## config.mk

```make
export PLATFORM = sky130hd
export DESIGN_NAME = sfsp_ram
export DESIGN_NICKNAME = d
export VERILOG_FILES = /design/src/hw/rtl/sfsp_ram.sv
export SDC_FILE = /design/constraint.sdc
export NUM_CORES = 2
export LEC_CHECK = 0
export BUFFER_PORTS_ARGS = -buffer_cell sky130_fd_sc_hd__buf_2
export CORE_AREA = 2 2 496 547
export CTS_BUF_LIST = sky130_fd_sc_hd__clkbuf_16
export DETAILED_ROUTE_END_ITERATION = 10
export DIE_AREA = 0 0 498 549
export MAX_ROUTING_LAYER = met4
export PLACE_DENSITY = 0.73
export SLEW_MARGIN = 30
export SYNTH_ARGS = -nofsm -noshare
export SYNTH_HDL_FRONTEND = slang
export SYNTH_SLANG_ARGS = --single-unit
```

## constraint.sdc

```tcl
create_clock -name aclk -period 3.58 [get_ports aclk]
set_input_delay 0.537 -clock aclk [delete_from_list [all_inputs] [get_ports aclk]]
set_output_delay 0.537 -clock aclk [all_outputs]
set_load 0.005 [all_outputs]
```

## src/hw/rtl/sfsp_ram.sv

```systemverilog
// Generic simple dual-port RAM with registered read.
`default_nettype none

module sfsp_ram #(
    parameter int WIDTH = 8,
    parameter int DEPTH = 512,
    localparam int AW = (DEPTH > 1) ? $clog2(DEPTH) : 1
) (
    input  wire logic             aclk,
    input  wire logic             wr_en,
    input  wire logic [AW-1:0]    wr_addr,
    input  wire logic [WIDTH-1:0] wr_data,
    input  wire logic             rd_en,
    input  wire logic [AW-1:0]    rd_addr,
    output logic      [WIDTH-1:0] rd_data
);

    logic [WIDTH-1:0] mem_reg [DEPTH];
    logic [WIDTH-1:0] rd_data_reg;

    always_ff @(posedge aclk) begin
        if (wr_en) begin
            mem_reg[wr_addr] <= wr_data;
        end
        if (rd_en) begin
            rd_data_reg <= mem_reg[rd_addr];
        end
    end

    assign rd_data = rd_data_reg;

endmodule

`default_nettype wire

```

Word-level counts from Yosys, hierarchy flattened. Memory sizes are Yosys's and may differ from the RTL's. A register that Yosys moved wholly into a read port is not among the register bits. Cells that the tools add are included.

Multiplexer cells: 2.

Operator list (count): two-way mux 1 bit (2).

Register bits: 0. Bits in writable memories: 4096. Bits of input ports: 29. Output and inout bits: 8. Word-level logic and storage cells: 3. Memories: 1.

Memories: mem_reg (words 512, width 8, rd ports 1, clocked after Yosys merged registers in 1, wr ports 1, line 18) `logic [WIDTH-1:0] mem_reg [DEPTH];`.

Longest topological paths before layout.
Word-level depth: 2. Gate-level depth with buffers: 12. Mapped depth without buffers: 7.

Worst setup path before layout. Ideal clock, no wire load.

Path type: input -> register. Start point: input rd_addr[0]. End point: register rd_data_reg[0], in the netlist rd_data[0] (read register of mem_reg), data pin. Library setup time: 257 ps. Data arrival time: 2391 ps. Data required time: 3323 ps. Path slack: 932 ps. Stages on the path: 10. Cells stage by stage: buf_4 > buf_12 > buf_12 > buf_2 > mux4_2 > o21ai_0 > nand3_1 > nand4_1 > o21ai_0 > o2111a_1.

RTL lines: from (decl) (line 14) `input wire logic [AW-1:0] rd_addr,`; to (decl) (line 19) `logic [WIDTH-1:0] rd_data_reg;`.

==> qor.txt <==
Final TNS setup: 0 ns
Worst Hold Class: in2reg
Worst IR Drop VDD: 523 uV
Antenna violations before repair: 12
Overall routed net length: 407000 microns
Max reg flops: 4096
Crit path max-delay family: simple AND/OR/NAND/NOR gates
RSZ-0062 raised after global routing: false
# H-tree levels: 5
Pint: 0.0771 W
Worst Skew: 0.0793 ns
Drt wl/cell: 32.6 microns
Cell area after synthesis: 0.160 sq mm
Cell variety after synth: 50
Area grow syn2layout: 13.0%
Clock-pin slew on the worst setup and hold paths: 0.06 ns
Die width: 498 microns
CTS root buf: clkbuf_16
Vias in the first global route: 83945
Crit start category: input pin
WP buf/inv: 5
Max Clk Rate: 0.298 GHz
Die height: 549 microns
Reg2reg path depth: 8
Post-route ant nets: 0
Top Ports: 37
CP Depth: 12
Slowest CP cell: nor4_1
# DRC: 0
Port buffer count: 36
CTS tree: built
Largest net degree at the start of global routing: 115
Vias: 84534
Avg Cell Area, Syn: 19.9 sq um
Top cell by count, worst path: buf_4
Synth Flop Type: edfxtp_1
Sequential share of the synthesized area: 77.0%
Clk buf depth: 4
Core Area: 0.269 sq mm
Status: finished, final reports clean
Flops & latches, synth: 4104
Setup crit end kind: flip-flop
Site row count: 200
Crit path to: rd_data[7]$_DFFE_PP_
Placed Area: 0.169 sq mm
First-pass DRT Iterations: 8
Die area: 0.273 sq mm
Max-cap violations: 0
Initial Util: 59.6%
GRT Total Usage: 30.5%
Clock sink total: 4104
Pwr dens: 542 mW/mm^2
R2r endpoint: rd_data[3]$_DFFE_PP_
Tightest Pin Transition: 1.18 ns
Fin nets: 8640
Iteration-0 DRC Markers: 12277
Minimum clock period: 3.35 ns
Crit path max fanout: 40
Post-CTS Resized: 0
RR Startpoint: mem_reg[273][3]$_DFFE_PP_
Switching share of power: 21.4%
Arr. time, crit path: 4.16 ns
Post-synthesis async set-or-reset flop share: 0%
Tcrit/Tclk final: 93.7%
Critical Path RT: 4.39 ns
Clk pwr share: 40.8%
Worst-path cell chain: buf_12 > buf_12 > buf_4 > buf_4 > mux2i_1 > o221ai_1 > a21oi_1 > nor4_1 > nand4_1 > nor4_1 > buf_4 > o2111a_1
Post-CTS Repair Setup Buffers: 0
R2R setup slack: 0.46 ns
Post-synth EDFFs: 4104
GPL Wtd Cong: 0.978
TritonCTS buffer count: 393
Sequential power share: 54.0%
Sw Pwr: 0.0210 W
Post-DP HPWL: 254000 microns
Overflow after GRT: 0
Static leakage: 58.6 nW
Final Hold Viols: 0
Max transition margin: 21.6%
First-pass GRT wire length: 587000 microns
Final Slew Violations: 0
CP startpoint: rd_addr[0]
Setup Viol. Count Final: 0
Gate Count Post-Synth: 8030
CP max stage delay: 0.81 ns
Drt via density: 6.78
YS warnings: 0
Fin area: 0.181 sq mm
Worst-Skew Late Latency: 0.94 ns
Synthesized net count: 8059
Logic pwr share: 5.2%
Share of layout cells above drive strength 1: 21.6%
Critical path type: in2reg
cell type report:
| type | instances | area, sq um |
|---|---|---|
| diodes | 14 | 35.0 |
| inverters | 3 | 18.8 |
| flip-flops and latches | 4104 | 123000 |
| multi-input cells | 3410 | 34000 |
| clock inverters | 308 | 2380 |
| well taps | 3535 | 4420 |
| fillers | 16573 | 87600 |
| clock buffers | 397 | 9930 |
| repair buffers | 699 | 6870 |
cell usage in the layout (no fill, tap or decap), drive strengths merged, types with 6 or more instances in the layout:
| cell type | count |
|---|---|
| a211oi | 17 |
| a21oi | 194 |
| a22oi | 61 |
| and2 | 20 |
| buf | 697 |
| bufinv | 31 |
| clkbuf | 398 |
| clkinv | 188 |
| clkinvlp | 13 |
| diode | 14 |
| edfxtp | 4104 |
| inv | 79 |
| mux2i | 797 |
| mux4 | 654 |
| nand2 | 111 |
| nand3 | 36 |
| nand4 | 32 |
| nor2 | 597 |
| nor2b | 6 |
| nor3 | 109 |
| nor3b | 8 |
| nor4 | 36 |
| o2111a | 8 |
| o21ai | 119 |
| o221ai | 372 |
| o22ai | 163 |
| o311ai | 6 |
| o31ai | 13 |
| o41ai | 7 |
| or3 | 6 |
Yosys cell counts (5+ instances only):
library cell	instances	area [sq um]
nor4_1	36	225
a22o_1	5	43.8
o21ai_0	118	591
nand2_1	111	417
nand4_1	32	200
buf_8	11	165
clkbuf_1	265	995
mux4_2	654	14700
a22oi_1	61	458
a211oi_1	17	128
o41ai_1	7	61.3
edfxtp_1	4104	123000
nand3_1	36	180
nor2_1	597	2240
o31ai_1	13	97.6
and2_1	20	125
a21oi_1	194	971
o22ai_1	163	1020
buf_12	5	100
buf_6	64	721
o221ai_1	371	3250
buf_2	57	285
buf_1	41	154
mux2i_1	797	7980
nor3_1	109	546
o2111a_1	8	90.1
buf_4	70	526
nor3b_1	8	60.1
nor2b_1	6	37.5
or3_1	6	37.5
o311ai_0	5	43.8
worst min-delay path by stage:
stage / startpoint / to / slack, ns / depth (start not counted)
finish: rd_en / rd_data[5]$_DFFE_PP_ / 0.05 / 1
detailed placement: wr_data[2] / mem_reg[2][2]$_DFFE_PP_ / 0.96 / 1
global route: rd_en / rd_data[3]$_DFFE_PP_ / 0.04 / 1
CTS: rd_en / rd_data[5]$_DFFE_PP_ / 0.007 / 1
floorplan: wr_data[0] / mem_reg[0][0]$_DFFE_PP_ / 0.64 / 0
global placement: wr_data[2] / mem_reg[2][2]$_DFFE_PP_ / 0.96 / 1
per-layer routing:
layer  part of all wire (%)  wire, microns  up-vias  track usage [%]
met5                      0              0        -                -
met2                     48         196000     5297             46.9
met3                     11          43000      885             5.74
li1                       -              -    34636                -
met4                    4.6          18700        0             12.6
met1                     37         149000    43716             40.8
kinds of logic after synthesis:
group | after synthesis | share of synthesized area [%]
simple gates | 980 | 2.63
mux | 1451 | 14.2
buf+inv | 516 | 1.85
flops | 4104 | 77.0
compound gates | 979 | 4.31
power groups by stage:
| stage | clock (W) | sequential (W) | combinational (W) |
|---|---|---|---|
| 2_1_floorplan | 0 | 0.0540 | 0.00252 |
| 3_3_place_gp | 0 | 0.0540 | 0.00492 |
| 3_5_place_dp | 0 | 0.0540 | 0.00503 |
| 4_1_cts | 0.0403 | 0.0530 | 0.00505 |
| 5_1_grt | 0.0421 | 0.0529 | 0.00530 |
| 6_report | 0.0400 | 0.0530 | 0.00511 |
metrics by stage:
step | cells | power (W) | hold WS (ns) | setup WS [ns] | util [%]
floorplan | 8030 | 0.0565 | 0.636 | 0.932 | -
global placement | 11750 | 0.0589 | 0.957 | -0.694 | 62.8
detailed placement | 11750 | 0.0590 | 0.964 | -0.584 | 62.8
CTS | 12456 | 0.0983 | 0.00743 | 0.380 | 67.4
global route | 12466 | 0.100 | 0.0394 | 0.177 | 67.4
finish | 12470 | 0.0980 | 0.0453 | 0.227 | 67.4
worst register-to-register path, stage by stage, from the launching register on:
cell	delay, ns
edfxtp_1	0.33
mux2i_1	0.10
o221ai_1	0.27
a21oi_1	0.19
nor4_1	0.79
nand4_1	0.41
nor4_1	0.48
buf_4	0.22
o2111a_1	0.20
repair_timing:
action                                  in CTS  in global routing
endpoints found under the setup margin       0                  0
hold endpoints to repair                    21                  0
hold buffers                                 1                  0
Note: power is estimated with default switching activity, not from simulation.
