[src/hw/rtl/sfsp_pkg.sv]
// Shared types, constants and the CRC byte step of the frame stream parser.
`default_nettype none

package sfsp_pkg;

    localparam int PAYLOAD_DEPTH_DEF = 256;
    localparam int COUNTER_WIDTH_DEF = 32;
    localparam int HEADER_BYTES      = 6;
    localparam int CNT_NUM           = 7;
    localparam int CNT_SEL_W         = $clog2(CNT_NUM);
    localparam int READ_W            = 32;

    localparam logic [2:0]  HDR_LAST     = 3'(HEADER_BYTES - 1);
    localparam logic [15:0] CRC_INIT     = 16'hFFFF;
    localparam logic [15:0] CRC_POLY     = 16'h1021;
    localparam logic [7:0]  SOF_FIRST_RST = 8'hAA;
    localparam logic [7:0]  SOF_SECOND_RST = 8'h55;
    localparam logic [7:0]  VERSION_RST  = 8'h01;
    localparam logic [8:0]  LIMIT_RST    = 9'd256;

    localparam int CNT_BYTES  = 0;
    localparam int CNT_OK     = 1;
    localparam int CNT_SOF    = 2;
    localparam int CNT_LEN    = 3;
    localparam int CNT_VER    = 4;
    localparam int CNT_CRC    = 5;
    localparam int CNT_RESYNC = 6;

    typedef enum logic [1:0] {
        CMD_FEED         = 2'd0,
        CMD_READ_PAYLOAD = 2'd1,
        CMD_READ_COUNTER = 2'd2,
        CMD_RESYNC       = 2'd3
    } cmd_t;

    typedef enum logic [2:0] {
        EV_NONE        = 3'd0,
        EV_FRAME_READY = 3'd1,
        EV_BAD_LENGTH  = 3'd2,
        EV_BAD_VERSION = 3'd3,
        EV_BAD_CRC     = 3'd4
    } event_t;

    typedef enum logic [2:0] {
        PH_FIRST   = 3'd0,
        PH_SECOND  = 3'd1,
        PH_HEADER  = 3'd2,
        PH_PAYLOAD = 3'd3,
        PH_CRC     = 3'd4
    } phase_t;

    typedef enum logic [7:0] {
        REG_SOF_FIRST  = 8'd0,
        REG_SOF_SECOND = 8'd1,
        REG_VERSION    = 8'd2,
        REG_LIMIT      = 8'd3
    } cfg_reg_t;

    typedef struct packed {
        logic [7:0] version;
        logic [7:0] kind;
        logic [7:0] seq_num;
        logic [7:0] command;
        logic [8:0] length;
    } frame_hdr_t;

    typedef struct packed {
        event_t            event_res;
        logic              frame_valid;
        frame_hdr_t        hdr;
        logic              payload_read;
        logic [READ_W-1:0] read_value;
    } stage_t;

    function automatic logic [15:0] crc16_byte(input logic [15:0] crc_in,
                                               input logic [7:0]  data);
        logic [15:0] c;
        c = crc_in ^ {data, 8'h00};
        for (int i = 0; i < 8; i++) begin
            c = c[15] ? ({c[14:0], 1'b0} ^ CRC_POLY) : {c[14:0], 1'b0};
        end
        return c;
    endfunction

endpackage

`default_nettype wire

[src/hw/rtl/sfsp_counters.sv]
// Wrapping event counters with a selectable read.
`default_nettype none

module sfsp_counters #(
    parameter int COUNTER_WIDTH = sfsp_pkg::COUNTER_WIDTH_DEF
) (
    input  wire logic                         aclk,
    input  wire logic                         aresetn,
    input  wire logic [sfsp_pkg::CNT_NUM-1:0] inc,
    input  wire logic [7:0]                   sel,
    output logic      [sfsp_pkg::READ_W-1:0]  value
);

    logic [COUNTER_WIDTH-1:0] cnt_reg [sfsp_pkg::CNT_NUM];

    always_ff @(posedge aclk) begin
        if (!aresetn) begin
            for (int i = 0; i < sfsp_pkg::CNT_NUM; i++) begin
                cnt_reg[i] <= '0;
            end
        end else begin
            for (int i = 0; i < sfsp_pkg::CNT_NUM; i++) begin
                cnt_reg[i] <= cnt_reg[i] + {{(COUNTER_WIDTH-1){1'b0}}, inc[i]};
            end
        end
    end

    always_comb begin
        if (sel < 8'(sfsp_pkg::CNT_NUM)) begin
            value = sfsp_pkg::READ_W'(cnt_reg[sel[sfsp_pkg::CNT_SEL_W-1:0]]);
        end else begin
            value = '0;
        end
    end

endmodule

`default_nettype wire

[src/hw/rtl/sfsp_parser.sv]
// Frame parser state, configuration registers and per-item next-state logic.
`default_nettype none

module sfsp_parser #(
    parameter int PAYLOAD_DEPTH = sfsp_pkg::PAYLOAD_DEPTH_DEF,
    parameter int COUNTER_WIDTH = sfsp_pkg::COUNTER_WIDTH_DEF,
    localparam int PAW = (PAYLOAD_DEPTH > 1) ? $clog2(PAYLOAD_DEPTH) : 1
) (
    input  wire logic                  aclk,
    input  wire logic                  aresetn,
    input  wire logic                  accept,
    input  wire sfsp_pkg::cmd_t        cmd,
    input  wire logic [7:0]            data_byte,
    input  wire logic [7:0]            index,
    input  wire logic                  cfg_valid,
    input  wire logic [7:0]            cfg_index,
    input  wire logic [8:0]            cfg_data,
    output sfsp_pkg::stage_t           stage_next,
    output logic                       wr_en,
    output logic [PAW:0]               wr_addr,
    output logic [7:0]                 wr_data,
    output logic                       rd_en,
    output logic [PAW:0]               rd_addr
);

    localparam int LEN_W = $clog2(PAYLOAD_DEPTH + 1);
    localparam logic [15:0] MAX16 = 16'(PAYLOAD_DEPTH);

    logic [7:0] sof_first_reg;
    logic [7:0] sof_second_reg;
    logic [7:0] version_reg;
    logic [8:0] limit_reg;

    sfsp_pkg::phase_t     phase_reg, phase_next;
    logic [7:0]           hdr_reg [sfsp_pkg::HEADER_BYTES];
    logic [7:0]           hdr_next [sfsp_pkg::HEADER_BYTES];
    logic [2:0]           hcount_reg, hcount_next;
    logic [LEN_W-1:0]     pcount_reg, pcount_next;
    logic [LEN_W-1:0]     exp_len_reg, exp_len_next;
    logic [7:0]           crc_lo_reg, crc_lo_next;
    logic                 crc_half_reg, crc_half_next;
    logic [15:0]          crc_reg, crc_next;
    sfsp_pkg::frame_hdr_t fhdr_reg, fhdr_next;
    logic                 ready_reg, ready_next;
    logic                 bank_reg, bank_next;

    logic [sfsp_pkg::CNT_NUM-1:0] inc;
    logic [sfsp_pkg::READ_W-1:0]  cnt_value;
    sfsp_pkg::event_t             ev;
    logic [15:0]                  crc_byte;
    logic [15:0]                  rx_len;
    logic [15:0]                  limit16;

    sfsp_counters #(
        .COUNTER_WIDTH(COUNTER_WIDTH)
    ) u_counters (
        .aclk   (aclk),
        .aresetn(aresetn),
        .inc    (inc),
        .sel    (index),
        .value  (cnt_value)
    );

    always_ff @(posedge aclk) begin
        if (!aresetn) begin
            sof_first_reg  <= sfsp_pkg::SOF_FIRST_RST;
            sof_second_reg <= sfsp_pkg::SOF_SECOND_RST;
            version_reg    <= sfsp_pkg::VERSION_RST;
            limit_reg      <= sfsp_pkg::LIMIT_RST;
        end else if (cfg_valid) begin
            unique case (cfg_index)
                sfsp_pkg::REG_SOF_FIRST:  sof_first_reg  <= cfg_data[7:0];
                sfsp_pkg::REG_SOF_SECOND: sof_second_reg <= cfg_data[7:0];
                sfsp_pkg::REG_VERSION:    version_reg    <= cfg_data[7:0];
                sfsp_pkg::REG_LIMIT:      limit_reg      <= cfg_data;
                default: ;
            endcase
        end
    end

    always_ff @(posedge aclk) begin
        if (!aresetn) begin
            phase_reg    <= sfsp_pkg::PH_FIRST;
            for (int i = 0; i < sfsp_pkg::HEADER_BYTES; i++) begin
                hdr_reg[i] <= '0;
            end
            hcount_reg   <= '0;
            pcount_reg   <= '0;
            exp_len_reg  <= '0;
            crc_lo_reg   <= '0;
            crc_half_reg <= 1'b0;
            crc_reg      <= sfsp_pkg::CRC_INIT;
            fhdr_reg     <= '0;
            ready_reg    <= 1'b0;
            bank_reg     <= 1'b0;
        end else begin
            phase_reg    <= phase_next;
            hdr_reg      <= hdr_next;
            hcount_reg   <= hcount_next;
            pcount_reg   <= pcount_next;
            exp_len_reg  <= exp_len_next;
            crc_lo_reg   <= crc_lo_next;
            crc_half_reg <= crc_half_next;
            crc_reg      <= crc_next;
            fhdr_reg     <= fhdr_next;
            ready_reg    <= ready_next;
            bank_reg     <= bank_next;
        end
    end

    assign crc_byte = sfsp_pkg::crc16_byte(crc_reg, data_byte);
    assign rx_len   = {data_byte, hdr_reg[4]};
    assign limit16  = ({7'd0, limit_reg} < MAX16) ? {7'd0, limit_reg} : MAX16;

    always_comb begin
        phase_next    = phase_reg;
        hdr_next      = hdr_reg;
        hcount_next   = hcount_reg;
        pcount_next   = pcount_reg;
        exp_len_next  = exp_len_reg;
        crc_lo_next   = crc_lo_reg;
        crc_half_next = crc_half_reg;
        crc_next      = crc_reg;
        fhdr_next     = fhdr_reg;
        ready_next    = ready_reg;
        bank_next     = bank_reg;
        inc           = '0;
        ev            = sfsp_pkg::EV_NONE;
        wr_en         = 1'b0;
        if (accept) begin
            unique case (cmd)
                sfsp_pkg::CMD_FEED: begin
                    inc[sfsp_pkg::CNT_BYTES] = 1'b1;
                    ready_next = 1'b0;
                    unique case (phase_reg)
                        sfsp_pkg::PH_FIRST: begin
                            if (data_byte == sof_first_reg) begin
                                phase_next = sfsp_pkg::PH_SECOND;
                            end else begin
                                inc[sfsp_pkg::CNT_SOF] = 1'b1;
                            end
                        end
                        sfsp_pkg::PH_SECOND: begin
                            if (data_byte == sof_second_reg) begin
                                hcount_next   = '0;
                                pcount_next   = '0;
                                crc_half_next = 1'b0;
                                crc_next      = sfsp_pkg::CRC_INIT;
                                phase_next    = sfsp_pkg::PH_HEADER;
                            end else begin
                                inc[sfsp_pkg::CNT_SOF]    = 1'b1;
                                inc[sfsp_pkg::CNT_RESYNC] = 1'b1;
                                if (data_byte != sof_first_reg) begin
                                    phase_next = sfsp_pkg::PH_FIRST;
                                end
                            end
                        end
                        sfsp_pkg::PH_HEADER: begin
                            hdr_next[hcount_reg] = data_byte;
                            hcount_next = hcount_reg + 3'd1;
                            crc_next    = crc_byte;
                            if (hcount_reg == sfsp_pkg::HDR_LAST) begin
                                priority if (rx_len > limit16) begin
                                    inc[sfsp_pkg::CNT_LEN]    = 1'b1;
                                    inc[sfsp_pkg::CNT_RESYNC] = 1'b1;
                                    phase_next = sfsp_pkg::PH_FIRST;
                                    ev         = sfsp_pkg::EV_BAD_LENGTH;
                                end else if (hdr_reg[0] != version_reg) begin
                                    inc[sfsp_pkg::CNT_VER]    = 1'b1;
                                    inc[sfsp_pkg::CNT_RESYNC] = 1'b1;
                                    phase_next = sfsp_pkg::PH_FIRST;
                                    ev         = sfsp_pkg::EV_BAD_VERSION;
                                end else begin
                                    exp_len_next = LEN_W'(rx_len);
                                    pcount_next  = '0;
                                    phase_next   = (rx_len == 16'd0) ? sfsp_pkg::PH_CRC
                                                                     : sfsp_pkg::PH_PAYLOAD;
                                end
                            end
                        end
                        sfsp_pkg::PH_PAYLOAD: begin
                            wr_en       = 1'b1;
                            pcount_next = pcount_reg + LEN_W'(1);
                            crc_next    = crc_byte;
                            if (pcount_next >= exp_len_reg) begin
                                phase_next = sfsp_pkg::PH_CRC;
                            end
                        end
                        sfsp_pkg::PH_CRC: begin
                            if (!crc_half_reg) begin
                                crc_lo_next   = data_byte;
                                crc_half_next = 1'b1;
                            end else begin
                                crc_half_next = 1'b0;
                                phase_next    = sfsp_pkg::PH_FIRST;
                                if ({data_byte, crc_lo_reg} != crc_reg) begin
                                    inc[sfsp_pkg::CNT_CRC]    = 1'b1;
                                    inc[sfsp_pkg::CNT_RESYNC] = 1'b1;
                                    ev = sfsp_pkg::EV_BAD_CRC;
                                end else begin
                                    fhdr_next.version  = hdr_reg[0];
                                    fhdr_next.kind     = hdr_reg[1];
                                    fhdr_next.seq_num  = hdr_reg[2];
                                    fhdr_next.command  = hdr_reg[3];
                                    fhdr_next.length   = 9'(exp_len_reg);
                                    ready_next = 1'b1;
                                    bank_next  = ~bank_reg;
                                    inc[sfsp_pkg::CNT_OK] = 1'b1;
                                    ev = sfsp_pkg::EV_FRAME_READY;
                                end
                            end
                        end
                        default: begin
                            phase_next = sfsp_pkg::PH_FIRST;
                        end
                    endcase
                end
                sfsp_pkg::CMD_READ_PAYLOAD: ;
                sfsp_pkg::CMD_READ_COUNTER: ;
                sfsp_pkg::CMD_RESYNC: begin
                    phase_next    = sfsp_pkg::PH_FIRST;
                    for (int i = 0; i < sfsp_pkg::HEADER_BYTES; i++) begin
                        hdr_next[i] = '0;
                    end
                    hcount_next   = '0;
                    pcount_next   = '0;
                    exp_len_next  = '0;
                    crc_lo_next   = '0;
                    crc_half_next = 1'b0;
                    crc_next      = sfsp_pkg::CRC_INIT;
                    fhdr_next     = '0;
                    ready_next    = 1'b0;
                end
                default: ;
            endcase
        end
    end

    // Receive into the idle bank, read the latched frame from the live bank.
    assign wr_addr = {~bank_reg, PAW'(pcount_reg)};
    assign wr_data = data_byte;
    assign rd_en   = accept;
    assign rd_addr = {bank_reg, PAW'(index)};

    always_comb begin
        stage_next.event_res    = ev;
        stage_next.frame_valid  = ready_next;
        stage_next.hdr          = fhdr_next;
        stage_next.payload_read = (cmd == sfsp_pkg::CMD_READ_PAYLOAD)
                                  && ({1'b0, index} < fhdr_reg.length)
                                  && ({24'd0, index} < 32'(PAYLOAD_DEPTH));
        stage_next.read_value   = (cmd == sfsp_pkg::CMD_READ_COUNTER) ? cnt_value : '0;
    end

endmodule

`default_nettype wire

[config.mk]
export PLATFORM = sky130hd
export DESIGN_NAME = sfsp_parser
export DESIGN_NICKNAME = d
export VERILOG_FILES = /design/src/hw/rtl/sfsp_pkg.sv /design/src/hw/rtl/sfsp_counters.sv /design/src/hw/rtl/sfsp_parser.sv
export SDC_FILE = /design/constraint.sdc
export NUM_CORES = 1
export LEC_CHECK = 0
export ABC_AREA = 1
export BUFFER_PORTS_ARGS = -buffer_cell sky130_fd_sc_hd__buf_2
export CORE_ASPECT_RATIO = 1.5
export CORE_MARGIN = 5
export CORE_UTILIZATION = 60
export CTS_CLUSTER_SIZE = 25
export DETAILED_ROUTE_END_ITERATION = 16
export PLACE_DENSITY = 0.79
export SETUP_SLACK_MARGIN = 0.5
export SYNTH_ARGS = -nofsm -noshare
export SYNTH_HDL_FRONTEND = slang
export SYNTH_SLANG_ARGS = --single-unit
[constraint.sdc]
create_clock -name aclk -period 4.35 [get_ports aclk]
set_clock_uncertainty 0.15 [all_clocks]
set_input_delay 0.435 -clock aclk [delete_from_list [all_inputs] [get_ports aclk]]
set_output_delay 0.435 -clock aclk [all_outputs]
set_load 0.05 [all_outputs]
== Word level (Yosys, flattened, before mapping) ==
Memories as Yosys holds them, arrays and structs flattened.
Cells that the tools add are included.

* Word-level logic and storage cells: 212
* Memories kept: 1
* Input bits: 39
* Memory bits (writable): 224
* Flip-flop bits (word level): 173
* Output and inout port bits: 106

* Muxes and demuxes: 97
* Equality and inequality tests: 34
* Add/sub/neg operators: 9
* Order comparisons: 7
* Reduce and logical (&&, ||, !) cells: 21
* Bitwise logic cells: 19

{| class="wikitable"
|+ Memory list
! memory !! words !! width !! rd ports !! clocked after memory_dff !! write ports !! RTL line !! source
|-
| u_counters.cnt_reg || 7 || 32 || 8 || 0 || 7 || sfsp_counters.sv:14 || <nowiki>logic [COUNTER_WIDTH-1:0] cnt_reg [sfsp_pkg::CNT_NUM];</nowiki>
|}

{| class="wikitable"
|+ Operators by type and width
! kind !! count
|-
| $mux 32 || 9
|-
| $add 32x1->32 || 7
|-
| $mux 41 || 4
|-
| $mux 13 || 8
|-
| $pmux 48 s2 || 1
|-
| $pmux 41 s2 || 1
|-
| $mux 9 || 9
|-
| $pmux 16 s2 || 2
|-
| $bwmux 48 || 1
|-
| $mux 48 || 1
|-
| $mux 3 || 14
|-
| $pmux 9 s2 || 2
|-
| $ne 3x3->1 const B || 10
|-
| $pmux 9 s3 || 1
|-
| $demux 8 s3 || 1
|-
| $mux 8 || 3
|-
| $not 3->3 || 8
|-
| $pmux 3 s2 || 4
|-
| $mux 1 || 19
|-
| $eq 8x2->1 const B || 2
|-
| $eq 8x8->1 || 2
|-
| $gt 16x9->1 || 1
|-
| $logic_not 16->1 || 1
|-
| $mux 16 || 1
|-
| other kinds (41) || 75
|}

== Logic depth before layout (Yosys ltp) ==
Gate-level depths: netlist (run 1).

* Depth after elaboration: 19
* Depth in mapped cells: 30
* Gate-level depth less buffers: 30

== Modules after synthesis ==
From an unflattened synthesis (run 1), not the netlist that was laid out.

* Cells, all modules: 3801
* Area, all modules: 23173.5 sq um

{| class="wikitable"
|+ Modules (own cells, without submodules)
! module !! times used !! cells each !! area each (sq um)
|-
| sfsp_counters || 1 || 2231 || 13334.0
|-
| sfsp_parser || 1 || 1570 || 9839.4
|}

== Worst setup path before layout (run 1) ==
No wires, ideal clock.

* Path type: input -> output
* Start point: input index[4]
* End point: output stage_next[32] (netlist bit)
* Arrival time: 3.368 ns
* Buffers on the path: 0
* Stages: 4
* Path slack: 0.397 ns
* Path through: ha_1 -> a21oi_1 -> o21ai_0 -> a2111oi_0

{| class="wikitable"
|+ RTL lines
! item !! RTL line !! source
|-
| start: declaration || sfsp_parser.sv:14 || <nowiki>input wire logic [7:0] index,</nowiki>
|-
| end: declaration || sfsp_parser.sv:18 || <nowiki>output sfsp_pkg::stage_t stage_next,</nowiki>
|}

==> qor.txt, run 1 <==
Final setup viols: 0
Synth cell types: 47
Max Freq: 274 MHz
starting density of the core: 0.605
RSZ-0062 raised after global routing: true
number of global-route vias before repair: 20600
drt via density: 5.65
Inserted Diodes: 0
Clock Power Share: 0.438
Avg Cell Area, Syn: 6.58 sq um
dpl cells: 3783
Max Cap Viol: 0
Psw: 2.07 mW
critical path type: reg -> reg
Reg2Reg Depth: 27
Final period util: 0.838
gpl congestion: 0.949
Critical Path Start Type: register
die area: 40000 sq um
Clk pin slew, worst setup/hold paths: 0.06 ns
Worst Path Required: 4.61 ns
Pwr per Cell Area: 325 nW/um^2
pins over their slew limit: 0
combinational share of power: 0.096
Cell Count, Final, Fillers Out: 3862
commonest cells after routing, fill and taps aside: nand2_1 (705), inv_1 (447), dfxtp_1 (388), nor2_1 (355), a21oi_1 (303)
Power Internal: 5.73 mW
critical path endpoint category: register
most common cell after layout, fill and taps aside: nand2_1
maximum vdd drop: 0.000464 V
die height: 242 microns
IO buf count: 144
layout cells sized above 1: 0.101
hpwl dp: 46900 microns
Syn Inst Count: 3286
initial antenna violation count: 0
routed length per instance: 16.6 microns
outcome: complete, no violations
drt first pass iters: 5
register bit count reported by yosys: 389
Chip Width: 165 microns
Slew @ Worst Pin: 1.17 ns
via count: 21800
first-pass GRT wire length: 102000 microns
DRT iter0 DRCs: 1896
worst setup slack after layout: 0.706 ns
# IOs: 145
mux share of post-synthesis cell area: 0
DRT Wirelength: 64200 microns
H-tree Lvls: 2
GR Overflow Total: 0
register area share after synthesis: 0.360
core area: 35700 sq um
post-synthesis simple-gate area fraction: 0.292
TritonCTS clock tree: done
Mapped Nets: 3371
part of the power in registers: 0.467
total negative setup slack: 0 ns
row cnt: 85
GRT Util Overall: 0.311
Yosys top cell area share: 0.360
class of the worst hold path: in -> reg
CP Max Fanout: 5
post-place setup slack: 0.347 ns
remaining antenna violation count: 0
Ys Warns: 0
final net count: 3440
Synth Area in Compound Gates: 0.178
Area Growth Syn to Fin: 10.9%
max FFs per register: 224
Synth area leader: dfxtp_1
max_slew headroom: 0.211
crit path time final: 3.64 ns
synth top area cells: dfxtp_1 (36%), nand2_1 (12%), inv_1 (7.8%)
switch share: 0.265
hold path cells: 3
WP data arrival: 3.90 ns
# clock sinks: 389
register area: 7790 sq um
adder-cell share of the synthesized area: 0.0266
CTS root buf: clkbuf_16
residual DRC count: 0
Fin. Hold Viols: 0
leakage: 9.89 nW
largest net degree at the start of global routing: 109
CTS Buffer Depth: 3
cell area after synthesis: 21600 sq um
Fill cells: 3210
combinational family with the most area after synthesis: simple AND/OR/NAND/NOR gates
footprint of the multi-input gates: 11600 sq um
worst skew pair latency: 0.57 ns
TritonCTS Buffers: 39
XOR/XNOR Fraction of Synth Area: 0.0286
-- cells in the mapped netlist (all sizes together) --
master   number
a311oi        1
nand2       715
nand3b        4
nand4        95
nand3        97
nor3b        18
dfxtp       389
a41oi         1
o211ai       46
a221oi        2
o31ai         4
a32o          1
or3           1
o21bai        1
or2          11
nor4         17
and3          5
clkbuf      100
a21o          1
a2111oi       1
o22ai         1
nor3        118
ha           46
o21ai       268
buf          53
xnor2        34
a211oi       42
a31oi         5
xor2         34
nor2        385
inv         458
a21oi       304
o21a         25
clkinv        3
-- timing repair --
item / 4_1_cts / 5_1_grt
cloned: 0 / 1
pin swaps: 0 / 11
hold buffers: 1 / 0
setup buffers: 0 / 7
endpoints found under the setup margin: 9 / 52
hold endpoints to repair: 1 / 0
resized for setup: 5 / 48
-- path summary, 6_finish.rpt --
kind | endpoint | start | slack, ns
hold / removal | limit_reg[2] | cfg_data[2] | 0.06
hold reg to reg | hdr_reg[18] | hdr_reg[18] | 0.32
setup reg to reg | u_counters.cnt_reg[6][20] | limit_reg[8] | 0.71
setup / recovery | u_counters.cnt_reg[6][20] | limit_reg[8] | 0.71
-- through the flow --
step | power, mW | util | hold WS [ns] | area, sq um
2_1_floorplan | 4.24 | - | 0.290 | 21600
3_5_place_dp | 4.45 | 0.628 | 0.308 | 22400
3_3_place_gp | 4.43 | 0.628 | 0.298 | 22400
4_1_cts | 7.84 | 0.664 | 0.0417 | 23700
6_report | 7.80 | 0.671 | 0.0623 | 24000
5_1_grt | 8.06 | 0.671 | 0.0763 | 24000
-- critical path, stage by stage (launching register included) --
cell and delay, ns:
dfxtp_4 0.36, clkinvlp_4 0.10, nand2_1 0.06, ha_1 0.29, nand2_1 0.06, inv_1 0.07
nand2_1 0.05, nand2_1 0.05, nand2_1 0.05, nand2_1 0.05, nand2_1 0.06, nand2_2 0.08
nand2_2 0.08, nand2_1 0.10, nand2_2 0.07, nand3_2 0.06, nand2_1 0.06, nor2_2 0.12
ha_2 0.18, ha_2 0.18, nand2_2 0.07, nor2_4 0.17, nand2_4 0.09, nor3_4 0.21
nand2_2 0.13, or3_4 0.39, xor2_1 0.13, nor2_1 0.05
-- cells by family (layout without fill, tap and decap cells) --
family | Yosys count | count (layout)
fa+ha+maj | 46 | 46
compound gates | 703 | 703
buf+inv | 614 | 712
xor+xnor | 68 | 68
flops | 389 | 389
simple gates | 1466 | 1466
-- power by group through the flow --
stage	Clock [mW]	Combinational, mW	Sequential (mW)
finish	3.41	0.746	3.64
global route	3.60	0.817	3.64
CTS	3.46	0.736	3.64
detailed placement	0	0.729	3.72
global placement	0	0.716	3.72
floorplan	0	0.534	3.71
-- cell type report --
class,instances,share of cell area
clock buffers,51,0.0460
clock inverters,19,0.00720
inverters,461,0.0725
multi-input cells,2283,0.482
flip-flops and latches,389,0.325
well taps,478,0.0249
repair buffers,180,0.0422
repair inverters,1,0.000313
-- metal layers --
| metal | part of all wire | wire length, microns | GRT usage | vias up |
|---|---|---|---|---|
| met1 | 0.36 | 23300 | 0.335 | 9967 |
| li1 | - | - | - | 10900 |
| met3 | 0.058 | 3730 | 0.0499 | 253 |
| met4 | 0.070 | 4520 | 0.186 | 0 |
| met2 | 0.51 | 32600 | 0.559 | 761 |
| met5 | 0 | 0 | 0 | - |
Note: power is estimated with default switching activity, not from simulation.
==> run 2: changes to the inputs <==
==> constraint.sdc (replaced) <==
create_clock -name aclk -period 3.79 [get_ports aclk]
set_clock_uncertainty 0.15 [all_clocks]
set_input_delay 0.379 -clock aclk [delete_from_list [all_inputs] [get_ports aclk]]
set_output_delay 0.379 -clock aclk [all_outputs]
set_load 0.05 [all_outputs]
==> run 2 against run 1 <==
Against the previous run:
- critical path depth shrank 5
- register-to-register slack lost 0.50 ns
- final area grew 9.0%
- global-route usage grew 1.5 points
- die area is the same
- clock power grew 15%
- combinational power grew 20%
- routed wire length grew 7.8%
- sequential share of layout area shrank 2.7 points
==> qor.txt, run 2 (synthesis gave the netlist of run 1 again) <==
outcome: complete, no violations
DRT Wirelength: 69200 microns
GR Overflow Total: 0
residual DRC count: 0
layout cells sized above 1: 0.177
# clock sinks: 389
Fin. Hold Viols: 0
crit path time final: 3.58 ns
CTS Buffer Depth: 3
Final period util: 0.945
drt via density: 5.76
initial antenna violation count: 1
via count: 22900
final net count: 3556
Cell Count, Final, Fillers Out: 3979
Area Growth Syn to Fin: 21.0%
post-place setup slack: -0.0886 ns
gpl congestion: 0.933
area post-placement: 22700 sq um
DRT iter0 DRCs: 2082
RSZ-0062 raised after global routing: true
pins over their slew limit: 0
remaining antenna violation count: 0
critical path endpoint category: register
Buf/Inv on CP: 4
TritonCTS clock tree: done
Final setup viols: 0
total negative setup slack: 0 ns
routed length per instance: 17.4 microns
slowest CP cell: dfxtp_2
CP Max Fanout: 6
first-pass GRT wire length: 107000 microns
Min-Delay Endpoint: limit_reg[3]
starting density of the core: 0.605
max_slew headroom: 0.147
max FFs per register: 224
post-route cell area: 26100 sq um
Max Cap Viol: 0
TritonCTS Buffers: 39
row cnt: 85
commonest cells after routing, fill and taps aside: nand2_1 (667), inv_1 (431), dfxtp_1 (384), nor2_1 (319), a21oi_1 (293)
worst setup slack after layout: 0.208 ns
Max Freq: 279 MHz
largest net degree at the start of global routing: 183
Fill cells: 2903
worst hold start: cfg_data[3]
GRT Util Overall: 0.326
Power Total: 8.99 mW
worst path cell trace: clkinv_4, buf_6, nand2_2, ha_4, nand2_2, nor2_2, nand3_1, nand3b_1, nand2_4, inv_2, nor3_4, ha_2, ha_4, nand3_4, nor2_4, nand4_1, nor2_1, nand3_1, nor3_2, buf_4, nand2_1, and3_1
Worst Path Required: 4.08 ns
setup slack, reg-to-reg: 0.21 ns
Clk pin slew, worst setup/hold paths: 0.06 ns
final core utilization: 0.732
Inserted Diodes: 0
Reg2Reg Depth: 22
Pwr per Cell Area: 344 nW/um^2
worst skew pair latency: 0.55 ns
Critical Path Start Type: register
WHS: 0.0249 ns
WP data arrival: 3.87 ns
capturing point of the worst reg2reg path: u_counters.cnt_reg[4][24]
H-tree Lvls: 2
IO buf count: 144
hold path cells: 3
dpl cells: 3810
hpwl dp: 47200 microns
CTS root buf: clkbuf_16
worst r2r src: limit_reg[8]
die height: 242 microns
die area: 40000 sq um
register area: 7800 sq um
maximum vdd drop: 0.000404 V
footprint of the multi-input gates: 12500 sq um
most common cell after layout, fill and taps aside: nand2_1
drt first pass iters: 8
CP top delay family: simple AND/OR/NAND/NOR gates
class of the worst hold path: in -> reg
critical path type: reg -> reg
# IOs: 145
Chip Width: 165 microns
Slew @ Worst Pin: 1.28 ns
number of global-route vias before repair: 21900
core area: 35700 sq um
biggest cell delay along the critical path: 0.33 ns
leakage: 10.9 nW
[run 2: cell types whose count changed in the layout (fill, tap and decap cells not counted), sizes merged, moves of 4 or more]
cell	before	now
clkinvlp	4	0
buf	179	269
clkbuf	51	87
dlygate4sd3	1	5
clkinv	16	7
[run 2: area by class of cell]
type	instances	share of cell area
Inverter	461	0.0669
Timing Repair Buffer	297	0.0837
Multi-Input combinational cell	2283	0.479
Clock buffer	64	0.0470
Clock inverter	7	0.00177
Tap cell	478	0.0229
Sequential cell	389	0.298
[run 2: worst max-delay path by stage]
stage,startpoint,endpoint,slack (ns),cells past startpoint
CTS,limit_reg[8],u_counters.cnt_reg[4][28],0.32,22
global placement,limit_reg[8],u_counters.cnt_reg[4][28],0.04,23
global route,limit_reg[8],u_counters.cnt_reg[4][24],0.05,22
finish,limit_reg[8],u_counters.cnt_reg[4][24],0.21,22
detailed placement,limit_reg[8],u_counters.cnt_reg[4][28],-0.09,22
floorplan,limit_reg[8],u_counters.cnt_reg[6][30],0.52,27
[run 2: report_power, final]
group          total (mW)  switching (mW)  internal, mW
registers            4.18          0.0431          4.14
clock network        3.92            1.70          2.22
logic               0.895           0.631         0.264
total                8.99            2.37          6.62
[run 2: worst min-delay path, delay by kind of cell]
family          cells  cell delay (ns)
compound gates      1             0.07
buf+inv             2             0.23
[run 2: timing repair]
action / 4_1_cts / 5_1_grt
hold endpoints to repair: 7 / 0
gates resized for setup: 135 / 246
pin swaps: 42 / 76
setup buffers: 49 / 43
hold buffers: 5 / 0
gates cloned: 0 / 1
endpoints found under the setup margin: 76 / 159
[run 2: metal layers]
metal  track usage  routed length (microns)  part of all wire
met2         0.598                    35800              0.52
met4         0.193                     4930             0.071
met3        0.0504                     4280             0.062
met5             0                       11           0.00016
met1         0.344                    24200              0.35
